File: src/hdl/svm_pkg.sv
// ----------------------------------------------------------------------------
// svm_pkg
// shared types, constants and the soft saturation table of the voice mixer
// ----------------------------------------------------------------------------
package svm_pkg;

   localparam int VOICE_COUNT      = 64;
   localparam int SOUND_COUNT      = 64;
   localparam int SAMPLE_ADDR_BITS = 18;

   localparam int VOICE_BITS  = (VOICE_COUNT > 1) ? $clog2(VOICE_COUNT) : 1;
   localparam int SOUND_BITS  = 6;
   localparam int SAMPLE_DEPTH = 1 << SAMPLE_ADDR_BITS;
   localparam int POS_BITS    = 35;
   localparam int STEP_BITS   = 24;
   localparam int LEN_BITS    = 19;
   localparam int ACC_BITS    = 56;
   localparam int PROD_BITS   = 49;

   // voice word: sound, position, step, left gain, right gain
   localparam int VOICE_W = SOUND_BITS + POS_BITS + STEP_BITS + 32;
   localparam int SOUND_W = SAMPLE_ADDR_BITS + LEN_BITS;

   localparam logic [LEN_BITS-1:0] MAX_LEN      = 19'd262144;
   localparam logic [15:0]         MASTER_RESET = 16'd26214;

   localparam int CSR_ADDR_BITS = 3;
   localparam logic CSR_IDX_MASTER = 1'b0;

   typedef enum logic [2:0] {
      CMD_WRITE  = 3'd0,
      CMD_DEFINE = 3'd1,
      CMD_START  = 3'd2,
      CMD_STOP   = 3'd3,
      CMD_TICK   = 3'd4
   } cmd_code_type;

   typedef enum logic [3:0] {
      ST_IDLE, ST_SCAN, ST_CHECK, ST_SOUND, ST_LENGTH, ST_FETCH, ST_DIFF,
      ST_INTERP, ST_SCALE, ST_ACCUM, ST_NEXT, ST_MAG, ST_OUT
   } state_type;

   typedef struct packed {
      logic accept;
      logic vcnt_clr;
      logic vcnt_inc;
      logic voice_rd;
      logic snd_rd;
      logic smp_rd0;
      logic smp_rd1;
      logic cap_s0;
      logic diff_en;
      logic interp_en;
      logic mul_en;
      logic acc_en;
      logic stop_voice;
      logic start_write;
      logic steal_write;
      logic mag_en;
      logic out_load;
   } ctrl_cmd_type;

   typedef struct packed {
      logic cur_active;
      logic last_voice;
      logic len_done;
      logic steal;
   } dp_status_type;

   localparam logic [15:0] TANH_TAB [0:32] = '{
      16'd0,     16'd4075,  16'd8025,  16'd11743, 16'd15143, 16'd18173,
      16'd20813, 16'd23082, 16'd24956, 16'd26519, 16'd27797, 16'd28830,
      16'd29660, 16'd30322, 16'd30847, 16'd31262, 16'd31589, 16'd31846,
      16'd32048, 16'd32206, 16'd32329, 16'd32426, 16'd32500, 16'd32558,
      16'd32606, 16'd32641, 16'd32670, 16'd32692, 16'd32708, 16'd32722,
      16'd32732, 16'd32740, 16'd32746
   };

endpackage

File: src/hdl/svm_ctrl.sv
// ----------------------------------------------------------------------------
// svm_ctrl
// mixer sequencer: command decode, voice scan, per-voice steps, result beat
// ----------------------------------------------------------------------------
module svm_ctrl import svm_pkg::*; (
   input  logic          clock,
   input  logic          reset,
   input  logic          req_valid,
   input  logic [2:0]    req_command,
   output logic          req_stall,
   output logic          rsp_valid,
   input  logic          rsp_stall,
   input  dp_status_type status,
   output ctrl_cmd_type  cmd
);

   state_type state_ff, state_in;
   logic      rsp_valid_ff, rsp_valid_in;
   logic      out_free;

   assign out_free = !rsp_valid_ff || !rsp_stall;

   always_comb begin
      state_in = state_ff;
      unique case (state_ff)
         ST_IDLE: begin
            if (req_valid) begin
               if (req_command == CMD_START) begin
                  state_in = ST_SCAN;
               end else if (req_command == CMD_TICK) begin
                  state_in = ST_CHECK;
               end
            end
         end
         ST_SCAN: begin
            if (!status.cur_active || status.last_voice) begin
               state_in = ST_IDLE;
            end
         end
         ST_CHECK: begin
            if (status.cur_active) begin
               state_in = ST_SOUND;
            end else if (status.last_voice) begin
               state_in = ST_MAG;
            end
         end
         ST_SOUND:  state_in = ST_LENGTH;
         ST_LENGTH: state_in = status.len_done ? ST_NEXT : ST_FETCH;
         ST_FETCH:  state_in = ST_DIFF;
         ST_DIFF:   state_in = ST_INTERP;
         ST_INTERP: state_in = ST_SCALE;
         ST_SCALE:  state_in = ST_ACCUM;
         ST_ACCUM:  state_in = ST_NEXT;
         ST_NEXT:   state_in = status.last_voice ? ST_MAG : ST_CHECK;
         ST_MAG:    state_in = ST_OUT;
         ST_OUT: begin
            if (out_free) begin
               state_in = ST_IDLE;
            end
         end
         default:   state_in = ST_IDLE;
      endcase
   end

   always_comb begin
      cmd = '0;
      unique case (state_ff)
         ST_IDLE: begin
            cmd.accept   = req_valid;
            cmd.vcnt_clr = req_valid;
         end
         ST_SCAN: begin
            if (!status.cur_active) begin
               cmd.start_write = 1'b1;
            end else if (status.last_voice) begin
               cmd.steal_write = status.steal;
            end else begin
               cmd.vcnt_inc = 1'b1;
            end
         end
         ST_CHECK: begin
            if (status.cur_active) begin
               cmd.voice_rd = 1'b1;
            end else if (!status.last_voice) begin
               cmd.vcnt_inc = 1'b1;
            end
         end
         ST_SOUND:  cmd.snd_rd = 1'b1;
         ST_LENGTH: begin
            cmd.stop_voice = status.len_done;
            cmd.smp_rd0    = !status.len_done;
         end
         ST_FETCH: begin
            cmd.smp_rd1 = 1'b1;
            cmd.cap_s0  = 1'b1;
         end
         ST_DIFF:   cmd.diff_en   = 1'b1;
         ST_INTERP: cmd.interp_en = 1'b1;
         ST_SCALE:  cmd.mul_en    = 1'b1;
         ST_ACCUM:  cmd.acc_en    = 1'b1;
         ST_NEXT:   cmd.vcnt_inc  = !status.last_voice;
         ST_MAG:    cmd.mag_en    = 1'b1;
         ST_OUT:    cmd.out_load  = out_free;
         default:   cmd = '0;
      endcase
   end

   always_comb begin
      rsp_valid_in = rsp_valid_ff;
      if (cmd.out_load) begin
         rsp_valid_in = 1'b1;
      end else if (!rsp_stall) begin
         rsp_valid_in = 1'b0;
      end
   end

   always_ff @(posedge clock) begin
      if (reset) begin
         state_ff     <= ST_IDLE;
         rsp_valid_ff <= 1'b0;
      end else begin
         state_ff     <= state_in;
         rsp_valid_ff <= rsp_valid_in;
      end
   end

   assign req_stall = (state_ff != ST_IDLE);
   assign rsp_valid = rsp_valid_ff;

endmodule
File: config.mk
export PLATFORM = sky130hd
export DESIGN_NAME = svm_ctrl
export DESIGN_NICKNAME = d
export VERILOG_FILES = /design/src/hdl/svm_pkg.sv /design/src/hdl/svm_ctrl.sv
export SDC_FILE = /design/constraint.sdc
export NUM_CORES = 1
export LEC_CHECK = 0
export BUFFER_PORTS_ARGS = -buffer_cell sky130_fd_sc_hd__buf_2
export CAP_MARGIN = 25
export CORE_MARGIN = 2
export CORE_UTILIZATION = 40
export DETAILED_ROUTE_END_ITERATION = 6
export PLACE_DENSITY_LB_ADDON = 0.2
export SYNTH_ARGS = -nofsm -noshare
export SYNTH_HDL_FRONTEND = slang
export SYNTH_SLANG_ARGS = --single-unit
File: constraint.sdc
create_clock -name clock -period 1.5 [get_ports clock]
set_input_delay 0.15 -clock clock [delete_from_list [all_inputs] [get_ports clock]]
set_output_delay 0.15 -clock clock [all_outputs]
set_load 0.005 [all_outputs]
==> results.sh, run 1 <==
export IMPL_outcome="finished, violations left"
export IMPL_violations="negative setup slack"
export IMPL_synth_fp_nets=101
export IMPL_ant_nets=0
export IMPL_grt_setup_unrepaired="yes"
export IMPL_h_tree_depth=1
export IMPL_hold_class="input port to register"
export IMPL_cp_slowest_stage_delay_ps=350
export IMPL_grt_max_degree=9
export IMPL_clock_sinks=5
export IMPL_drc=0
export IMPL_wl_per_cell_um=16.2
export IMPL_core_um2=1510
export IMPL_io_pins=30
export IMPL_yosys_warnings=0
export IMPL_ir_drop_mv=0.510
export IMPL_dp_slack_ps=-32.2
export IMPL_synthTopCellsByCount="nand2_1 (8), nor2_1 (6)"
export IMPL_fill_cells=98
export IMPL_ys_seq_area_share_pct=15.7
export IMPL_post_synth_top_area_fraction_pct=15.7
export IMPL_clk_path_buf_depth=2
export IMPL_dieHeight_um=43.9
export IMPL_synth_adder_area_share_pct=9.82
export IMPL_p_per_area_nw_per_um2=778
export IMPL_synth_simple_gate_area_share_pct=36.0
export IMPL_cpMostUsedCell="buf_12"
export IMPL_p_total_uw=967
export IMPL_dieArea_um2=1930
export IMPL_grt_pass1_wl_mm=3.27
export IMPL_synth_compound_area_share_pct=24.0
export IMPL_gr_usage_all_layers_pct=23.0
export IMPL_synthArstFlopShare_pct=0
export IMPL_synthCells=85
export IMPL_p_switching_uw=363
export IMPL_cp_required_ps=1350
export IMPL_syn_to_final_growth_pct=95.3
export IMPL_period_share_pct=109
export IMPL_hpwl_mm=1.48
export IMPL_yosysMostFrequentCell="nand2_1"
export IMPL_grt_pass1_vias=792
export IMPL_worstSetupEndpointType="output port"
export IMPL_final_hold_viol_count=0
export IMPL_synth_flop_cell="dfxtp_1"
export IMPL_slew_headroom_pct=78.7
export IMPL_clk_latency_ps=260
export IMPL_ctsRootBufferMaster="clkbuf_4"
export IMPL_swShare_pct=37.6
export IMPL_timing_hold_ws_ps=143
export IMPL_maxCapViolCount=0
export IMPL_die_w_um=43.9
export IMPL_final_nets=158
export IMPL_cts_buffers_inserted=3
export IMPL_yosysTopAreaCell="dfxtp_1"
export IMPL_clock_fmax_mhz=614
export IMPL_cts_hold_fix_buffers=0
export IMPL_worst_slack_ps=-128
export IMPL_setup_viol=13
export IMPL_path_class="register to output port"
export IMPL_cts_tree="done"
export IMPL_gr_total_overflow=0
export IMPL_cp_slowest_cell="dfxtp_4"
export IMPL_vias=887
export IMPL_gp_congestion=0.859
export IMPL_pwr_share_comb_pct=66.4
export IMPL_diodes=0
export IMPL_setup_worst_path_start_class="register"
export IMPL_pwr_share_clk_pct=17.4
export IMPL_synth_cell_types=39
export IMPL_cp_cell_sequence="buf_12, buf_8, nor2_4, buf_12, buf_6, and2_1, buf_2"
export IMPL_fin_crit_ps=1630
export IMPL_p_int_uw=604
export IMPL_synth_top_family_by_area="simple AND/OR/NAND/NOR gates"
export IMPL_drv_slew=0
export IMPL_synthXorXnorAreaFrac_pct=1.38
export IMPL_port_buffers=29
export IMPL_skew_ps=10.1
export IMPL_avgViaCountPerCell=5.65
export IMPL_synthMuxAreaShare_pct=3.14
export IMPL_worstMarginPinSlew_ps=318
export IMPL_finalWirelength_mm=2.54
export IMPL_leakagePower_nw=0.626
export IMPL_power_frac_seq_pct=16.2
export IMPL_antenna_found_initial=0
export IMPL_cp_arrival_ps=1480
export IMPL_syn_area_um2=637
export IMPL_firstDrtPassIters=4
export IMPL_drtIter0Drc=19
export IMPL_path_clk_slew_ps=50
export IMPL_synth_seq_cells=5
export IMPL_avgSynthCellArea_um2=7.49
export IMPL_start_util_pct=42.3
export IMPL_synth_edff_count=0
export IMPL_drive_gt1_share_pct=65.2
export IMPL_num_rows=14
export IMPL_cp_max_fo=8
export IMPL_synthTopCellsByArea="dfxtp_1 (16%), ha_1 (9.8%), buf_4 (4.7%)"
## layout make-up
type | count | area [um^2] | share of cell area, %
clock buffer | 4 | 26.3 | 2.11
inverter | 5 | 21.3 | 1.71
multi-input combinational | 68 | 612 | 49.2
sequential | 5 | 109 | 8.75
tap | 16 | 20.0 | 1.61
timing repair buffer | 59 | 455 | 36.6
## what timing repair did
action	in CTS	in global routing
pin swaps	5	10
gates resized for setup	18	33
cloned	0	0
endpoints found under the setup margin	13	22
setup buffers	6	6
## cells by family after synthesis
kind of cell,Yosys count
compound gates,20
xor+xnor,1
fa+ha+maj,5
buf+inv,12
flops,5
mux,2
simple gates,40
## metrics by stage
stage / utilization [%] / instances / cell area, um^2 / setup TNS, ps
2_1_floorplan: - / 85 / 639 / 0
3_3_place_gp: 59.2 / 141 / 892 / -4.59
3_5_place_dp: 59.2 / 141 / 892 / -48.5
4_1_cts: 69.1 / 151 / 1040 / -333
5_1_grt: 82.6 / 157 / 1240 / -1280
6_report: 82.6 / 157 / 1240 / -463
## critical path, delay by kind of cell (launching register included)
| family | cells | cell delay (ps) |
|---|---|---|
| buffers and inverters | 5 | 620 |
| flip-flops | 1 | 350 |
| AND/OR/NAND/NOR | 2 | 260 |
## placed cells by master, fill, tap and decap left out, drive strengths merged, types with 2 or more instances in the layout
cell,netlist,final
nor3,3,3
and2b,2,2
inv,5,5
clkbuf,0,4
or2b,2,2
nand2,8,8
dfxtp,5,5
and2,3,3
nand3b,2,2
o31ai,2,2
a32oi,2,2
mux2i,2,2
a21oi,5,5
nor2,7,7
buf,7,59
ha,5,5
and3,3,3
nand2b,3,3
## power groups by stage
| stage | Combinational (mW) | Clock, mW | Sequential (mW) |
|---|---|---|---|
| after floorplan | 0.224 | 0 | 0.156 |
| after global placement | 0.372 | 0 | 0.159 |
| after detailed placement | 0.371 | 0 | 0.159 |
| after CTS | 0.433 | 0.168 | 0.158 |
| after global routing | 0.671 | 0.184 | 0.158 |
| final | 0.642 | 0.168 | 0.157 |
## sequential cells by signal, indices dropped and copies added, names as in the netlist
name       flops
state_ff       4
rsp_valid      1
## path summary, 6_finish.rpt
| path | from | to | slack (ps) | cells after the start |
|---|---|---|---|---|
| hold / removal | reset | rsp_valid | 140 | 2 |
| setup / recovery | state_ff[0] | cmd[6] | -130 | 7 |
| hold reg to reg | rsp_valid | rsp_valid | 620 | 2 |
| setup reg to reg | state_ff[0] | state_ff[3] | -40 | 7 |
## metal layers
metal,up-vias,wire length [um],GRT usage (%)
met5,-,0,0
met4,0,63,6.06
met3,8,131,7.50
met2,35,1330,40.6
met1,430,1010,26.4
li1,414,-,-
Note: power is estimated with default switching activity, not from simulation.
==> run 2, diff against run 1 <==
MAX_ROUTING_LAYER = met4   (was not set)
clock period = 1.4 ns   (was 1.5 ns; I/O delays follow)
==> run 2 against run 1 <==
  * The flow still finishes with violations (negative setup slack)
  * Critical endpoint is now cmd[14]
  * Register-to-register slack worse by 110 ps
  * Combinational power grew 16%
  * Highest routed layer unchanged
  * Non-clock buffer count up 10
  * Total power increased by 12%
  * Count of clock-buffer cells in the layout unchanged
  * Clock power up 4%
  * Clock skew is 1.6 ps higher
==> results.sh, run 2 (synthesis results as in run 1) <==
export IMPL_avgViaCountPerCell=5.92
export IMPL_dpl_cell_area_um2=921
export IMPL_hold_class="input port to register"
export IMPL_core_um2=1510
export IMPL_drive_gt1_share_pct=72.2
export IMPL_num_rows=14
export IMPL_cp_required_ps=1260
export IMPL_grt_pass1_wl_mm=4.18
export IMPL_cp_max_fo=3
export IMPL_setup_tns_ps=-2150
export IMPL_cp_slowest_stage_delay_ps=350
export IMPL_gr_total_overflow=0
export IMPL_gr_usage_all_layers_pct=30.9
export IMPL_cts_tree="done"
export IMPL_gp_congestion=0.843
export IMPL_port_buffers=29
export IMPL_clock_fmax_mhz=634
export IMPL_maxCapViolCount=0
export IMPL_drv_slew=0
export IMPL_path_class="register to output port"
export IMPL_placed_cells=143
export IMPL_slew_headroom_pct=72.9
export IMPL_setup_worst_path_start_class="register"
export IMPL_layout_commonest_cell="buf_2"
export IMPL_vias=988
export IMPL_path_clk_slew_ps=50
export IMPL_worstMarginPinSlew_ps=406
export IMPL_outcome="finished, violations left"
export IMPL_fill_cells=73
export IMPL_wl_per_cell_um=18.7
export IMPL_dieHeight_um=43.9
export IMPL_final_util_pct=89.9
export IMPL_grt_max_degree=8
export IMPL_hpwl_mm=1.44
export IMPL_largest_register_ffs=4
export IMPL_final_nets=168
export IMPL_violations="negative setup slack"
export IMPL_diodes=0
export IMPL_syn_to_final_growth_pct=113
export IMPL_firstDrtPassIters=4
export IMPL_worstSetupEndpointType="output port"
export IMPL_fin_area_um2=1350
export IMPL_clock_sinks=5
export IMPL_top_register="state_ff"
export IMPL_drc=0
export IMPL_leakagePower_nw=0.659
export IMPL_ctsRootBufferMaster="clkbuf_4"
export IMPL_grt_pass1_vias=928
export IMPL_cts_buffers_inserted=3
export IMPL_finalWirelength_mm=3.13
export IMPL_cp_cell_sequence="or3b_1, a211o_1, nand2_1, buf_2"
export IMPL_skew_ps=11.7
export IMPL_grt_setup_unrepaired="yes"
export IMPL_period_share_pct=113
export IMPL_cp_slowest_cell="dfxtp_4"
export IMPL_fin_crit_ps=1580
export IMPL_p_per_area_nw_per_um2=803
export IMPL_cp_arrival_ps=1440
export IMPL_ant_nets=0
export IMPL_drtIter0Drc=43
export IMPL_ir_drop_mv=0.666
export IMPL_worst_slack_ps=-178
export IMPL_cts_hold_fix_buffers=0
export IMPL_instances_no_fill=167
export IMPL_h_tree_depth=1
export IMPL_dieArea_um2=1930
export IMPL_die_w_um=43.9
export IMPL_final_hold_viol_count=0
export IMPL_antenna_found_initial=0
export IMPL_setup_viol=21
export IMPL_clk_latency_ps=250
export IMPL_clk_path_buf_depth=2
export IMPL_start_util_pct=42.3
export IMPL_final_cell_mix="buf_2 (27), buf_4 (22), buf_6 (20)"
export IMPL_io_pins=30
==> run 2: cell types whose count changed in the layout (fill, tap and decap cells not counted), moves of 2 or more <==
| cell | change |
|---|---|
| nor2_1 | -3 |
| nand2_4 | +2 |
| buf_4 | +4 |
| buf_6 | +8 |
| nor2_4 | +2 |
| buf_12 | -2 |
| ha_2 | +2 |
| ha_1 | -2 |
==> run 2: worst paths after layout <==
check	startpoint	to	slack [ps]	cells past startpoint
setup reg to reg	state_ff[1]	state_ff[3]	-150	6
setup / recovery	state_ff[0]	cmd[14]	-180	4
hold reg to reg	rsp_valid	rsp_valid	590	2
hold / removal	reset	rsp_valid	150	2
==> run 2: layout make-up <==
cell class              count  area (um^2)  area share, %
multi-input cells          68          646           47.7
flip-flops and latches      5          113           8.32
repair buffers             69          526           38.8
clock buffers               4         26.3           1.94
inverters                   5         23.8           1.76
well taps                  16         20.0           1.48
==> run 2: critical path: cells and delay by family, from the launching register on <==
kind                   cells  cell delay, ps
buffers and inverters      1             110
flip-flops                 1             350
AND/OR/NAND/NOR            2             420
AO/OA/AOI/OAI              1             310
==> run 2: timing repair <==
action | 4_1_cts | 5_1_grt
endpoints found under the setup margin | 20 | 22
buffers inserted | 16 | 5
endpoints found under the hold margin | 0 | 0
resized for setup | 41 | 26
pin swaps | 19 | 16
==> run 2: report_power, final <==
group,internal (mW),switching (mW)
logic,0.402,0.340
registers,0.156,0.0136
clock network,0.108,0.0671
total,0.666,0.421
==> run 2: routing by layer <==
| layer | wire (um) | global-route usage, % | vias up |
|---|---|---|---|
| li1 | - | - | 437 |
| met1 | 1220 | 31.3 | 472 |
| met2 | 1580 | 53.5 | 64 |
| met3 | 176 | 9.58 | 15 |
| met4 | 158 | 13.9 | 0 |
| met5 | 0 | - | - |
==> run 2: per-stage QoR <==
step / setup slack, ps / power [mW] / hold WS, ps
3_5_place_dp: -129 / 0.580 / 391
4_1_cts: -179 / 0.909 / 135
5_1_grt: -238 / 1.14 / 146
3_3_place_gp: -109 / 0.577 / 390
2_1_floorplan: 0.415 / 0.412 / 209
6_report: -178 / 1.09 / 154
==> run 3, diff against run 2 <==
CORE_UTILIZATION = 45   (was 40)
clock period = 1.8 ns   (was 1.4 ns; I/O delays follow)
==> run 3 against run 2 <==
  * Critical path type unchanged
  * Via count decreased by 26%
  * The run now ends clean
  * Worst setup slack improved by 270 ps
  * Global-route usage down 11 points
  * Die area is 10% lower
  * Largest power group unchanged
  * Clock skew fell by 6.2 ps
  * Final cell count decreased by 24%
  * Clock power decreased by 26%
==> results.sh, run 3 (synthesis results as in run 1) <==
export IMPL_worstSetupEndpointType="output port"
export IMPL_cp_slowest_stage_delay_ps=340
export IMPL_fill_cells=121
export IMPL_firstDrtPassIters=4
export IMPL_hold_class="input port to register"
export IMPL_maxCapViolCount=0
export IMPL_drive_gt1_share_pct=36.6
export IMPL_gp_congestion=0.857
export IMPL_cp_max_fo=12
export IMPL_avgViaCountPerCell=5.77
export IMPL_cpMostUsedCell="inv_1"
export IMPL_leakagePower_nw=0.410
export IMPL_dr_wl_met3_um=148
export IMPL_core_um2=1320
export IMPL_setup_viol=0
export IMPL_top_register="state_ff"
export IMPL_final_nets=129
export IMPL_clock_sinks=5
export IMPL_final_hold_viol_count=0
export IMPL_antenna_found_initial=0
export IMPL_instances_no_fill=127
export IMPL_cts_tree="done"
export IMPL_drtIter0Drc=20
export IMPL_cp_slowest_cell="dfxtp_1"
export IMPL_cp_top_family="flip-flops"
export IMPL_period_share_pct=95.0
export IMPL_wl_met2_um=835
export IMPL_fin_crit_ps=1710
export IMPL_clk_path_buf_depth=2
export IMPL_multiInputGateArea_um2=485
export IMPL_cp_arrival_ps=1530
export IMPL_layout_commonest_cell="buf_2"
export IMPL_ant_nets=0
export IMPL_clk_latency_ps=240
export IMPL_io_pins=30
export IMPL_syn_to_final_growth_pct=26.3
export IMPL_finalWirelength_mm=1.69
export IMPL_p_per_area_nw_per_um2=652
export IMPL_dieHeight_um=41.6
export IMPL_gr_total_overflow=0
export IMPL_dpl_cell_area_um2=763
export IMPL_setup_tns_ps=0
export IMPL_grt_max_degree=15
export IMPL_path_buf_inv=3
export IMPL_cts_hold_fix_buffers=0
export IMPL_grt_pass1_wl_mm=2.71
export IMPL_largest_register_ffs=4
export IMPL_num_rows=13
export IMPL_final_util_pct=61.1
export IMPL_cts_buffers_inserted=3
export IMPL_drc=0
export IMPL_setup_worst_path_start_class="register"
export IMPL_drv_slew=0
export IMPL_vias=733
export IMPL_diodes=0
export IMPL_worstMarginPinSlew_ps=330
export IMPL_start_util_pct=48.3
export IMPL_rrSetupSlack_ps=110
export IMPL_hpwl_mm=1.27
export IMPL_final_seq_area_um2=103
export IMPL_path_clk_slew_ps=50
export IMPL_wl_met1_um=702
export IMPL_path_class="register to output port"
export IMPL_outcome="complete, no violations"
export IMPL_wl_per_cell_um=13.3
export IMPL_grt_setup_unrepaired="no"
export IMPL_dieArea_um2=1730
export IMPL_fin_area_um2=805
export IMPL_slew_headroom_pct=77.6
export IMPL_final_cell_mix="buf_2 (29), nand2_1 (8), nor2_1 (6)"
export IMPL_h_tree_depth=1
export IMPL_ir_drop_mv=0.391
export IMPL_placed_cells=123
export IMPL_postCtsSetupRepairBufs=0
export IMPL_top_layer="met3"
export IMPL_port_buffers=29
export IMPL_die_w_um=41.6
export IMPL_cp_required_ps=1620
export IMPL_ctsRootBufferMaster="clkbuf_4"
export IMPL_skew_ps=5.50
export IMPL_cp_cell_sequence="inv_1, ha_4, inv_1, a211o_1, nand2_1, buf_2"
export IMPL_grt_pass1_vias=608
export IMPL_gr_usage_all_layers_pct=20.2
export IMPL_clock_fmax_mhz=585
## run 3: per-layer routing
metal  up-vias  global-route usage, %
met1       331                   24.5
met5         -                      -
met3         0                   7.83
met2        43                   31.3
li1        359                      -
met4         0                   5.16
## run 3: final cells by class
type	count	share of cell area, %
Clock buffer	4	3.27
Timing Repair Buffer	30	19.0
Tap cell	15	2.33
Sequential cell	5	12.8
Multi-Input combinational cell	68	60.3
Inverter	5	2.33
## run 3: repair_timing
action                     CTS  global route
pin swaps                    0             1
gates resized for setup      1             3
setup endpoints to repair    1             2
## run 3: power by group
part | internal [mW] | switching [mW]
registers | 0.123 | 0.0243
logic | 0.119 | 0.128
clock network | 0.0839 | 0.0466
## run 3: path summary, 6_finish.rpt
path                             startpoint     endpoint  cells past startpoint
worst min register to register    rsp_valid    rsp_valid                      2
worst min-delay path                  reset    rsp_valid                      2
worst max-delay path            state_ff[3]      cmd[14]                      6
worst max register to register  state_ff[3]  state_ff[2]                      5
## run 3: through the flow
stage	hold slack (ps)	worst slack (ps)	power, mW
after floorplan	249	295	0.315
after global placement	424	94.4	0.387
after detailed placement	428	72.4	0.388
after CTS	167	1.08	0.524
after global routing	179	3.83	0.574
final	175	90.7	0.525
